`config.mk`:
```
export PLATFORM = sky130hd
export DESIGN_NAME = incremental_pi_speed_loop
export DESIGN_NICKNAME = d
export VERILOG_FILES = /design/src/sv/ipsl_pkg.sv /design/src/sv/ipsl_regs.sv /design/src/sv/ipsl_calc.sv /design/src/sv/incremental_pi_speed_loop.sv
export VERILOG_INCLUDE_DIRS = /design/src /design/src/sv
export SDC_FILE = /design/constraint.sdc
export NUM_CORES = 2
export LEC_CHECK = 0
export BUFFER_PORTS_ARGS = -buffer_cell sky130_fd_sc_hd__buf_2
export CAP_MARGIN = 20
export CORE_MARGIN = 1.5
export CORE_UTILIZATION = 30
export CTS_BUF_LIST = sky130_fd_sc_hd__clkbuf_8 sky130_fd_sc_hd__clkbuf_16
export DETAILED_ROUTE_END_ITERATION = 8
export PLACE_DENSITY_LB_ADDON = 0.1
export SLEW_MARGIN = 5
export SYNTH_ARGS = -nofsm -noshare
export SYNTH_HDL_FRONTEND = slang
export SYNTH_HIERARCHICAL = 1
export SYNTH_SLANG_ARGS = --single-unit
```
`constraint.sdc`:
```
create_clock -name clk_i -period 13.7 [get_ports clk_i]
set_input_delay 1.37 -clock clk_i [delete_from_list [all_inputs] [get_ports clk_i]]
set_output_delay 1.37 -clock clk_i [all_outputs]
set_load 0.03 [all_outputs]
```
`src/sv/incremental_pi_speed_loop_macros.svh`:
```
// ----------------------------------------------------------------------------
// Assertion macros for the incremental PI speed loop
// Concurrent assertion wrappers used by the speed loop RTL. Defining
// NO_ASSERTIONS removes every assertion from the build.
// ----------------------------------------------------------------------------
`ifndef INCREMENTAL_PI_SPEED_LOOP_MACROS_SVH
`define INCREMENTAL_PI_SPEED_LOOP_MACROS_SVH

`ifndef NO_ASSERTIONS
// A property that must hold at every clock edge outside reset.
`define IPSL_ASSERT(lbl, clk, rstn, prop) \
  lbl: assert property (@(posedge clk) disable iff (!rstn) (prop)) \
    else $error("%m: assertion failed");
// A consequence that must hold in the cycle after its cause.
`define IPSL_ASSERT_NEXT(lbl, clk, rstn, ante, cons) \
  lbl: assert property (@(posedge clk) disable iff (!rstn) (ante) |=> (cons)) \
    else $error("%m: assertion failed");
`else
`define IPSL_ASSERT(lbl, clk, rstn, prop)
`define IPSL_ASSERT_NEXT(lbl, clk, rstn, ante, cons)
`endif

`endif

```
`src/sv/ipsl_pkg.sv`:
```
// ----------------------------------------------------------------------------
// Speed loop package
// Request and result types, register map and drive limits shared by the
// incremental PI speed loop modules.
// ----------------------------------------------------------------------------
package ipsl_pkg;

  localparam int SPEED_W = 16;
  localparam int ERR_W   = 17;
  localparam int DRIVE_W = 11;
  localparam int GAIN_W  = 16;
  localparam int DATA_W  = 32;
  localparam int ADDR_W  = 3;

  localparam logic signed [DRIVE_W-1:0] DRIVE_MAX_V = 11'sd999;
  localparam logic signed [DRIVE_W-1:0] DRIVE_MIN_V = -11'sd999;

  localparam logic [GAIN_W-1:0] ERROR_GAIN_RST = 16'd1062;
  localparam logic [GAIN_W-1:0] DELTA_GAIN_RST = 16'd307;

  // Register index, taken from paddr[2].
  localparam logic REG_ERROR_GAIN = 1'b0;
  localparam logic REG_DELTA_GAIN = 1'b1;

  typedef struct packed {
    logic                      channel;
    logic signed [SPEED_W-1:0] target_speed;
    logic signed [SPEED_W-1:0] measured_speed;
  } in_t;

  typedef struct packed {
    logic signed [DRIVE_W-1:0] drive_value;
    logic                      at_limit;
  } out_t;

  typedef struct packed {
    logic [GAIN_W-1:0] error_gain;
    logic [GAIN_W-1:0] delta_gain;
  } gains_t;

endpackage

```
`src/sv/ipsl_regs.sv`:
```
// ----------------------------------------------------------------------------
// Speed loop gain registers
// APB-style write and read access to the two Q-format loop gains.
// ----------------------------------------------------------------------------
module ipsl_regs (
  input  logic                         clk_i,
  input  logic                         rst_ni,
  input  logic                         psel,
  input  logic                         penable,
  input  logic                         pwrite,
  input  logic [ipsl_pkg::ADDR_W-1:0]  paddr,
  input  logic [ipsl_pkg::DATA_W-1:0]  pwdata,
  output logic [ipsl_pkg::DATA_W-1:0]  prdata,
  output logic                         pready,
  output ipsl_pkg::gains_t             gains_o
);

  ipsl_pkg::gains_t gains_q;
  logic             wr_en;

  assign pready = 1'b1;
  assign wr_en  = psel && penable && pwrite;

  always_ff @(posedge clk_i or negedge rst_ni) begin
    if (!rst_ni) begin
      gains_q.error_gain <= ipsl_pkg::ERROR_GAIN_RST;
      gains_q.delta_gain <= ipsl_pkg::DELTA_GAIN_RST;
    end else if (wr_en) begin
      case (paddr[2])
        ipsl_pkg::REG_ERROR_GAIN: begin
          gains_q.error_gain <= pwdata[ipsl_pkg::GAIN_W-1:0];
        end
        ipsl_pkg::REG_DELTA_GAIN: begin
          gains_q.delta_gain <= pwdata[ipsl_pkg::GAIN_W-1:0];
        end
        default: begin
        end
      endcase
    end
  end

  always_comb begin
    case (paddr[2])
      ipsl_pkg::REG_ERROR_GAIN: begin
        prdata = {{(ipsl_pkg::DATA_W-ipsl_pkg::GAIN_W){1'b0}}, gains_q.error_gain};
      end
      ipsl_pkg::REG_DELTA_GAIN: begin
        prdata = {{(ipsl_pkg::DATA_W-ipsl_pkg::GAIN_W){1'b0}}, gains_q.delta_gain};
      end
      default: begin
        prdata = '0;
      end
    endcase
  end

  assign gains_o = gains_q;

endmodule

```
`src/sv/ipsl_calc.sv`:
```
// ----------------------------------------------------------------------------
// Speed loop arithmetic
// Forms the speed error, the incremental PI sum, truncation toward zero and
// the clamp to the drive limits for one request.
// ----------------------------------------------------------------------------
module ipsl_calc #(
  parameter int GAIN_FRAC_BITS = 8
) (
  input  ipsl_pkg::in_t                            req_i,
  input  ipsl_pkg::gains_t                         gains_i,
  input  logic signed [ipsl_pkg::DRIVE_W-1:0]      drive_i,
  input  logic signed [ipsl_pkg::ERR_W-1:0]        prev_err_i,
  output ipsl_pkg::out_t                           res_o,
  output logic signed [ipsl_pkg::ERR_W-1:0]        err_o
);

  localparam int DIFF_W = ipsl_pkg::ERR_W + 1;
  localparam int PE_W   = ipsl_pkg::GAIN_W + 1 + ipsl_pkg::ERR_W;
  localparam int PD_W   = ipsl_pkg::GAIN_W + 1 + DIFF_W;
  localparam int SUM_W  = PD_W + 2;
  localparam int Q_W    = SUM_W - GAIN_FRAC_BITS;
  localparam int ACC_PAD = SUM_W - ipsl_pkg::DRIVE_W - GAIN_FRAC_BITS;

  localparam logic signed [Q_W-1:0] Q_MAX = Q_W'(ipsl_pkg::DRIVE_MAX_V);
  localparam logic signed [Q_W-1:0] Q_MIN = Q_W'(ipsl_pkg::DRIVE_MIN_V);

  logic signed [ipsl_pkg::ERR_W-1:0]  err;
  logic signed [DIFF_W-1:0]           diff;
  logic signed [PE_W-1:0]             prod_e;
  logic signed [PD_W-1:0]             prod_d;
  logic signed [SUM_W-1:0]            acc_scaled;
  logic signed [SUM_W-1:0]            sum;
  logic signed [SUM_W-1:0]            biased;
  logic signed [Q_W-1:0]              q;

  assign err  = $signed({req_i.target_speed[ipsl_pkg::SPEED_W-1], req_i.target_speed})
              - $signed({req_i.measured_speed[ipsl_pkg::SPEED_W-1], req_i.measured_speed});
  assign diff = $signed({err[ipsl_pkg::ERR_W-1], err})
              - $signed({prev_err_i[ipsl_pkg::ERR_W-1], prev_err_i});

  // Gains are unsigned, so each gets a zero sign bit before the signed product.
  assign prod_e = $signed({1'b0, gains_i.error_gain}) * err;
  assign prod_d = $signed({1'b0, gains_i.delta_gain}) * diff;

  assign acc_scaled = {{ACC_PAD{drive_i[ipsl_pkg::DRIVE_W-1]}}, drive_i,
                       {GAIN_FRAC_BITS{1'b0}}};

  assign sum = acc_scaled
             + {{(SUM_W-PE_W){prod_e[PE_W-1]}}, prod_e}
             + {{(SUM_W-PD_W){prod_d[PD_W-1]}}, prod_d};

  // Truncation toward zero: negative sums are biased up by one less than the
  // scale before the arithmetic shift.
  assign biased = sum + $signed({{(SUM_W-GAIN_FRAC_BITS){1'b0}},
                                 {GAIN_FRAC_BITS{sum[SUM_W-1]}}});
  assign q = biased[SUM_W-1:GAIN_FRAC_BITS];

  always_comb begin
    if (q > Q_MAX) begin
      res_o.drive_value = ipsl_pkg::DRIVE_MAX_V;
      res_o.at_limit    = 1'b1;
    end else if (q < Q_MIN) begin
      res_o.drive_value = ipsl_pkg::DRIVE_MIN_V;
      res_o.at_limit    = 1'b1;
    end else begin
      res_o.drive_value = q[ipsl_pkg::DRIVE_W-1:0];
      res_o.at_limit    = 1'b0;
    end
  end

  assign err_o = err;

endmodule

```
`src/sv/incremental_pi_speed_loop.sv`:
```
// ----------------------------------------------------------------------------
// Incremental PI speed loop
// Per-channel incremental PI controller producing clamped PWM drive values.
// ----------------------------------------------------------------------------
// Each request names a motor channel and carries a target and a measured
// speed. The block forms the error e = target - measured and adds
// delta_gain * (e - previous e) + error_gain * e to that channel's stored
// drive value, with both gains unsigned and GAIN_FRAC_BITS fraction bits. The
// sum is truncated toward zero, clamped to +/-999, stored back and returned
// together with a flag that is set when the clamp acted. A channel number at
// or beyond NUM_CHANNELS wraps. The block accepts one request per clock cycle
// while results are taken, and returns each result as follows: a request is held in
// an input register, the arithmetic runs in one pass to the result register,
// and the channel's drive value and last error are written back at the same
// edge, so requests for the same channel may follow each other in adjacent
// cycles. The result register lets a new request enter while a finished
// result is still waiting to be taken. The gains are written through the
// APB-style port at byte addresses 0 (error gain) and 4 (delta gain).
// ----------------------------------------------------------------------------
`include "incremental_pi_speed_loop_macros.svh"

module incremental_pi_speed_loop #(
  parameter int NUM_CHANNELS   = 2,
  parameter int GAIN_FRAC_BITS = 8
) (
  input  logic                         clk_i,
  input  logic                         rst_ni,
  // Request channel
  input  logic                         in_valid_i,
  output logic                         in_ready_o,
  input  ipsl_pkg::in_t                in_data_i,
  // Result channel
  output logic                         out_valid_o,
  input  logic                         out_ready_i,
  output ipsl_pkg::out_t               out_data_o,
  // Configuration port
  input  logic                         psel,
  input  logic                         penable,
  input  logic                         pwrite,
  input  logic [ipsl_pkg::ADDR_W-1:0]  paddr,
  input  logic [ipsl_pkg::DATA_W-1:0]  pwdata,
  output logic [ipsl_pkg::DATA_W-1:0]  prdata,
  output logic                         pready
);

  localparam int CH_W = (NUM_CHANNELS > 1) ? $clog2(NUM_CHANNELS) : 1;

  ipsl_pkg::gains_t gains;

  // Input register.
  logic             s1_valid_q, s1_valid_d;
  ipsl_pkg::in_t    s1_data_q;
  logic             in_fire;
  logic             s1_fire;
  logic [CH_W-1:0]  s1_ch;

  // Result register.
  logic             out_valid_q, out_valid_d;
  ipsl_pkg::out_t   out_data_q;

  // Per-channel loop state.
  logic signed [ipsl_pkg::DRIVE_W-1:0] drive_q    [NUM_CHANNELS];
  logic signed [ipsl_pkg::ERR_W-1:0]   prev_err_q [NUM_CHANNELS];

  ipsl_pkg::out_t                      calc_res;
  logic signed [ipsl_pkg::ERR_W-1:0]   calc_err;

  ipsl_regs u_regs (
    .clk_i   (clk_i),
    .rst_ni  (rst_ni),
    .psel    (psel),
    .penable (penable),
    .pwrite  (pwrite),
    .paddr   (paddr),
    .pwdata  (pwdata),
    .prdata  (prdata),
    .pready  (pready),
    .gains_o (gains)
  );

  // The request in the input register moves on whenever the result register
  // is empty or is being emptied in this cycle.
  assign s1_fire    = s1_valid_q && (!out_valid_q || out_ready_i);
  assign in_ready_o = !s1_valid_q || s1_fire;
  assign in_fire    = in_valid_i && in_ready_o;

  // With a single channel every request maps onto it.
  assign s1_ch = (NUM_CHANNELS > 1) ? CH_W'(s1_data_q.channel) : '0;

  ipsl_calc #(
    .GAIN_FRAC_BITS (GAIN_FRAC_BITS)
  ) u_calc (
    .req_i      (s1_data_q),
    .gains_i    (gains),
    .drive_i    (drive_q[s1_ch]),
    .prev_err_i (prev_err_q[s1_ch]),
    .res_o      (calc_res),
    .err_o      (calc_err)
  );

  always_comb begin
    s1_valid_d = s1_valid_q;
    if (in_fire) begin
      s1_valid_d = 1'b1;
    end else if (s1_fire) begin
      s1_valid_d = 1'b0;
    end
  end

  always_comb begin
    out_valid_d = out_valid_q;
    if (s1_fire) begin
      out_valid_d = 1'b1;
    end else if (out_ready_i) begin
      out_valid_d = 1'b0;
    end
  end

  always_ff @(posedge clk_i or negedge rst_ni) begin
    if (!rst_ni) begin
      s1_valid_q  <= 1'b0;
      out_valid_q <= 1'b0;
    end else begin
      s1_valid_q  <= s1_valid_d;
      out_valid_q <= out_valid_d;
    end
  end

  // Payload registers carry no reset.
  always_ff @(posedge clk_i) begin
    if (in_fire) begin
      s1_data_q <= in_data_i;
    end
    if (s1_fire) begin
      out_data_q <= calc_res;
    end
  end

  // The loop state is written back at the edge where the result is captured,
  // so the next request for the same channel already sees it.
  always_ff @(posedge clk_i or negedge rst_ni) begin
    if (!rst_ni) begin
      for (int i = 0; i < NUM_CHANNELS; i++) begin
        drive_q[i]    <= '0;
        prev_err_q[i] <= '0;
      end
    end else if (s1_fire) begin
      drive_q[s1_ch]    <= calc_res.drive_value;
      prev_err_q[s1_ch] <= calc_err;
    end
  end

  assign out_valid_o = out_valid_q;
  assign out_data_o  = out_data_q;

  // A returned drive value never leaves the clamp range.
  `IPSL_ASSERT(a_drive_range, clk_i, rst_ni, !out_valid_o || ((out_data_o.drive_value <= ipsl_pkg::DRIVE_MAX_V) && (out_data_o.drive_value >= ipsl_pkg::DRIVE_MIN_V)))
  // The limit flag is only raised with a drive value sitting on a limit.
  `IPSL_ASSERT(a_limit_value, clk_i, rst_ni, !(out_valid_o && out_data_o.at_limit) || (out_data_o.drive_value == ipsl_pkg::DRIVE_MAX_V) || (out_data_o.drive_value == ipsl_pkg::DRIVE_MIN_V))
  // A request leaving the input register always lands in the result register.
  `IPSL_ASSERT_NEXT(a_result_follows, clk_i, rst_ni, s1_fire, out_valid_q)
  // Requests are only refused when both registers are full and the result stalls.
  `IPSL_ASSERT(a_ready_only_stalled, clk_i, rst_ni, in_ready_o || (s1_valid_q && out_valid_q && !out_ready_i))

endmodule

```
==> run summary <==
## Run status
* outcome: complete, no violations

## Timing
* tightest hold margin: 0.484 ns
* post-route clock skew: 0.0243 ns
* number of slew-limit violations in the final report: 0
* clock period minus worst slack: 13.28 ns
* period utilization: 97.0%
* total negative slack for setup checks: 0 ns
* Max Fclk: 0.0753 GHz
* Slew Limit Headroom: 32.3%
* setup repair after global routing missed its margin: true
* final setup fails: 0
* total count of hold-check failures in the final report: 0
* transition time of the tightest slew-check pin: 1.02 ns

## Floorplanning
* floorplan row count: 113
* Total Die Area: 98800 sq um
* Starting Density: 30.5%
* die span in x: 314 um
* ports placed on the boundary: 122
* core box area: 95400 sq um
* Vert. Die Dim: 314 um

## Finish
* commonest non-fill, non-tap cell in the layout: sky130_fd_sc_hd__inv_1
* fraction of layout instances using a drive strength above 1: 19.4%
* Final nets: 4102
* commonest non-fill, non-tap cells in the layout: 682 x sky130_fd_sc_hd__inv_1, 572 x sky130_fd_sc_hd__fa_1, 276 x sky130_fd_sc_hd__nand2_1, 269 x sky130_fd_sc_hd__and2_1, 261 x sky130_fd_sc_hd__buf_4
* area growth from synthesis to layout: 16.4%

## Synth
* sequential-to-total area share from yosys stat: 12.4%
* number of warnings reported in the yosys synthesis log: 6
* synthesized flop and latch total: 135
* count of different cell masters after synthesis: 85
* mean area per synthesized cell: 9.88 sq um
* synthesized netlist cell count: 2943
* number of synthesized flops with an enable pin: 45
* proportion of synthesized flip-flops having asynchronous set or reset: 66.7%
* post-synthesis cell area: 29100 sq um
* most common flop cell mapped by yosys: sky130_fd_sc_hd__dfrtp_1

## GRT
* global route total overflow: 0
* number of global-route vias before repair: 23200
* antenna violations before repair: 1
* first-pass GRT wire length: 132000 um
* pin count of the biggest net entering global routing: 59
* global-route usage over all layers: 17.4%

## Setup path
* standard cell with the maximum stage delay on the critical path: sky130_fd_sc_hd__fa_1
* stage delay of the slowest cell on the critical path: 0.60 ns
* Critical Path Source Type: register
* critical path endpoint category: register
* path depth of the worst reg2reg path: 55
* cell occurring most often along the worst timing path: sky130_fd_sc_hd__fa_1
* signal arrival time at the worst endpoint: 13.55 ns
* critical path peak fanout: 7
* WP data required: 13.97 ns
* worst setup path class: reg -> reg

## Flow run
* number of max-cap violations: 0

## Routing
* Avg WL per Cell: 18.3 um
* number of detailed-route iterations in the first pass: 5
* Total Wirelength: 82400 um
* count of unresolved DRC violations after routing: 0
* DRT antenna net count: 0
* via/cell ratio: 4.59
* total number of vias: 20700
* first-iteration detailed-routing DRC count: 976

## Hold path
* HP Class: reg -> reg
* Hold Crit Depth: 1

## Clocking
* H-tree depth: 4
* root cell of the clock tree: sky130_fd_sc_hd__clkbuf_16
* number of buffers on the longest clock path: 2
* Skew-Pair Late Insertion Delay: 0.52 ns
* TritonCTS clock tree: yes
* CTS clk-pin slew, worst paths: 0.07 ns
* number of sinks handled by clock tree synthesis: 135
* total clock buffers created by CTS: 17

## Place
* number of buffers inserted by port buffering: 86
* post-detailed-placement half-perimeter wirelength: 69100 um
* final estimated routing congestion in global placement: 0.802

area by class of cell:
class / instances / area (sq um)
multi-input cells: 2025 / 22800
diodes: 2 / 5.00
clock inverters: 15 / 198
flip-flops and latches: 135 / 3610
inverters: 690 / 2590
repair buffers: 358 / 2580
well taps: 1265 / 1580
fillers: 9823 / 61600
clock buffers: 17 / 425
sequential cells by signal, indices dropped and copies added, names as in the netlist:
signal and flops:
drive_q 22, out_valid_o 1, out_data_o 12, prev_err_q 34, u_regs/gains_o 32, s1_valid_q 1
s1_data_q 32, s1_ch 1
worst paths after layout:
kind | start | endpoint | slack, ns
max | s1_data_q[17]$_DFFE_PP_ | out_data_o[5]$_DFFE_PP_ | 0.42
min | drive_q[9]$_DFFE_PN0P_ | drive_q[9]$_DFFE_PN0P_ | 0.48
max reg2reg | s1_data_q[17]$_DFFE_PP_ | out_data_o[5]$_DFFE_PP_ | 0.42
min reg2reg | drive_q[9]$_DFFE_PN0P_ | drive_q[9]$_DFFE_PN0P_ | 0.48
max in group asynchronous | rst_ni | prev_err_q[33]$_DFFE_PN0P_ | 11.62
min in group asynchronous | rst_ni | drive_q[11]$_DFFE_PN0P_ | 0.85
routing by layer:
metal / up-vias / part of all wire (%) / routed length [um] / track usage (%)
li1: 9449 / - / - / -
met1: 10900 / 44 / 36500 / 22.9
met2: 301 / 51 / 42300 / 30.7
met3: 63 / 2.5 / 2020 / 1.60
met4: 0 / 2.0 / 1610 / 4.31
met5: - / 0 / 0 / 0
worst max-delay path: cells and delay by family, from the launching register on:
family                     cells  cell delay [ns]
AOI/OAI and AO/OA             17             3.19
xor gates and xnor gates       3             0.56
adders and majority gates     12             5.24
buffers and inverters         12             1.19
DFF                            1             0.40
muxes                          1             0.32
and+or+nand+nor               10             2.12
what timing repair did:
| item | in CTS | in global routing |
|---|---|---|
| endpoints found under the setup margin | 34 | 33 |
| hold endpoints to repair | 0 | 0 |
| buffers inserted | 8 | 14 |
| cloned | 1 | 1 |
| gates resized for setup | 39 | 71 |
| hold buffers | 0 | 0 |
| pin swaps | 43 | 75 |
metrics by stage:
stage	util [%]	area [sq um]	cells	setup WS [ns]
4_1_cts	35.1	33500	4492	0.00312
3_5_place_dp	34.2	32600	4452	-0.688
3_3_place_gp	34.1	32600	4450	-0.685
2_1_floorplan	-	29100	2958	0.0281
6_report	35.4	33800	4507	0.416
5_1_grt	35.4	33800	4505	-0.111
Yosys cell counts, types with 5 or more instances:
cell type | count | area (sq um)
sky130_fd_sc_hd__nor4_1 | 7 | 43.8
sky130_fd_sc_hd__o21ai_0 | 28 | 140
sky130_fd_sc_hd__nand2_1 | 280 | 1050
sky130_fd_sc_hd__mux2_4 | 30 | 450
sky130_fd_sc_hd__nor3_1 | 19 | 95.1
sky130_fd_sc_hd__buf_6 | 7 | 78.8
sky130_fd_sc_hd__dfstp_2 | 9 | 236
sky130_fd_sc_hd__a31o_2 | 5 | 43.8
sky130_fd_sc_hd__nand2b_1 | 27 | 169
sky130_fd_sc_hd__or2_2 | 5 | 31.3
sky130_fd_sc_hd__edfxtp_1 | 45 | 1350
sky130_fd_sc_hd__and2_1 | 274 | 1710
sky130_fd_sc_hd__o21a_1 | 11 | 82.6
sky130_fd_sc_hd__xor2_1 | 28 | 245
sky130_fd_sc_hd__buf_4 | 19 | 143
sky130_fd_sc_hd__clkbuf_1 | 78 | 293
sky130_fd_sc_hd__mux2_1 | 23 | 259
sky130_fd_sc_hd__or3_1 | 5 | 31.3
sky130_fd_sc_hd__inv_1 | 689 | 2590
sky130_fd_sc_hd__nand3_1 | 19 | 95.1
sky130_fd_sc_hd__a211oi_1 | 5 | 37.5
sky130_fd_sc_hd__o21bai_1 | 6 | 45.0
sky130_fd_sc_hd__o211ai_1 | 8 | 60.1
sky130_fd_sc_hd__dfrtp_1 | 81 | 2030
sky130_fd_sc_hd__and3_1 | 9 | 56.3
sky130_fd_sc_hd__mux2_2 | 82 | 923
sky130_fd_sc_hd__nor2_1 | 51 | 191
sky130_fd_sc_hd__nand4_1 | 7 | 43.8
sky130_fd_sc_hd__fa_1 | 582 | 11700
sky130_fd_sc_hd__a31oi_1 | 10 | 62.6
sky130_fd_sc_hd__ha_1 | 218 | 2730
sky130_fd_sc_hd__xnor2_1 | 45 | 394
sky130_fd_sc_hd__nor2b_1 | 62 | 388
sky130_fd_sc_hd__a21oi_1 | 48 | 240
sky130_fd_sc_hd__a21o_1 | 23 | 173
sky130_fd_sc_hd__a21boi_0 | 9 | 67.6
sky130_fd_sc_hd__o21ai_1 | 6 | 30.0
cells by family after synthesis:
logic type	share of synthesized area [%]
AO/OA/AOI/OAI	4.88
XOR/XNOR	2.20
adder cells (fa/ha/maj)	49.5
buffers and inverters	10.9
flip-flops	12.4
multiplexers	5.65
other	0.0258
AND/OR/NAND/NOR	14.5
Power is left out: the tool's default activity adds up to more than one toggle a clock period on the data nets, which glitch-free logic cannot reach.
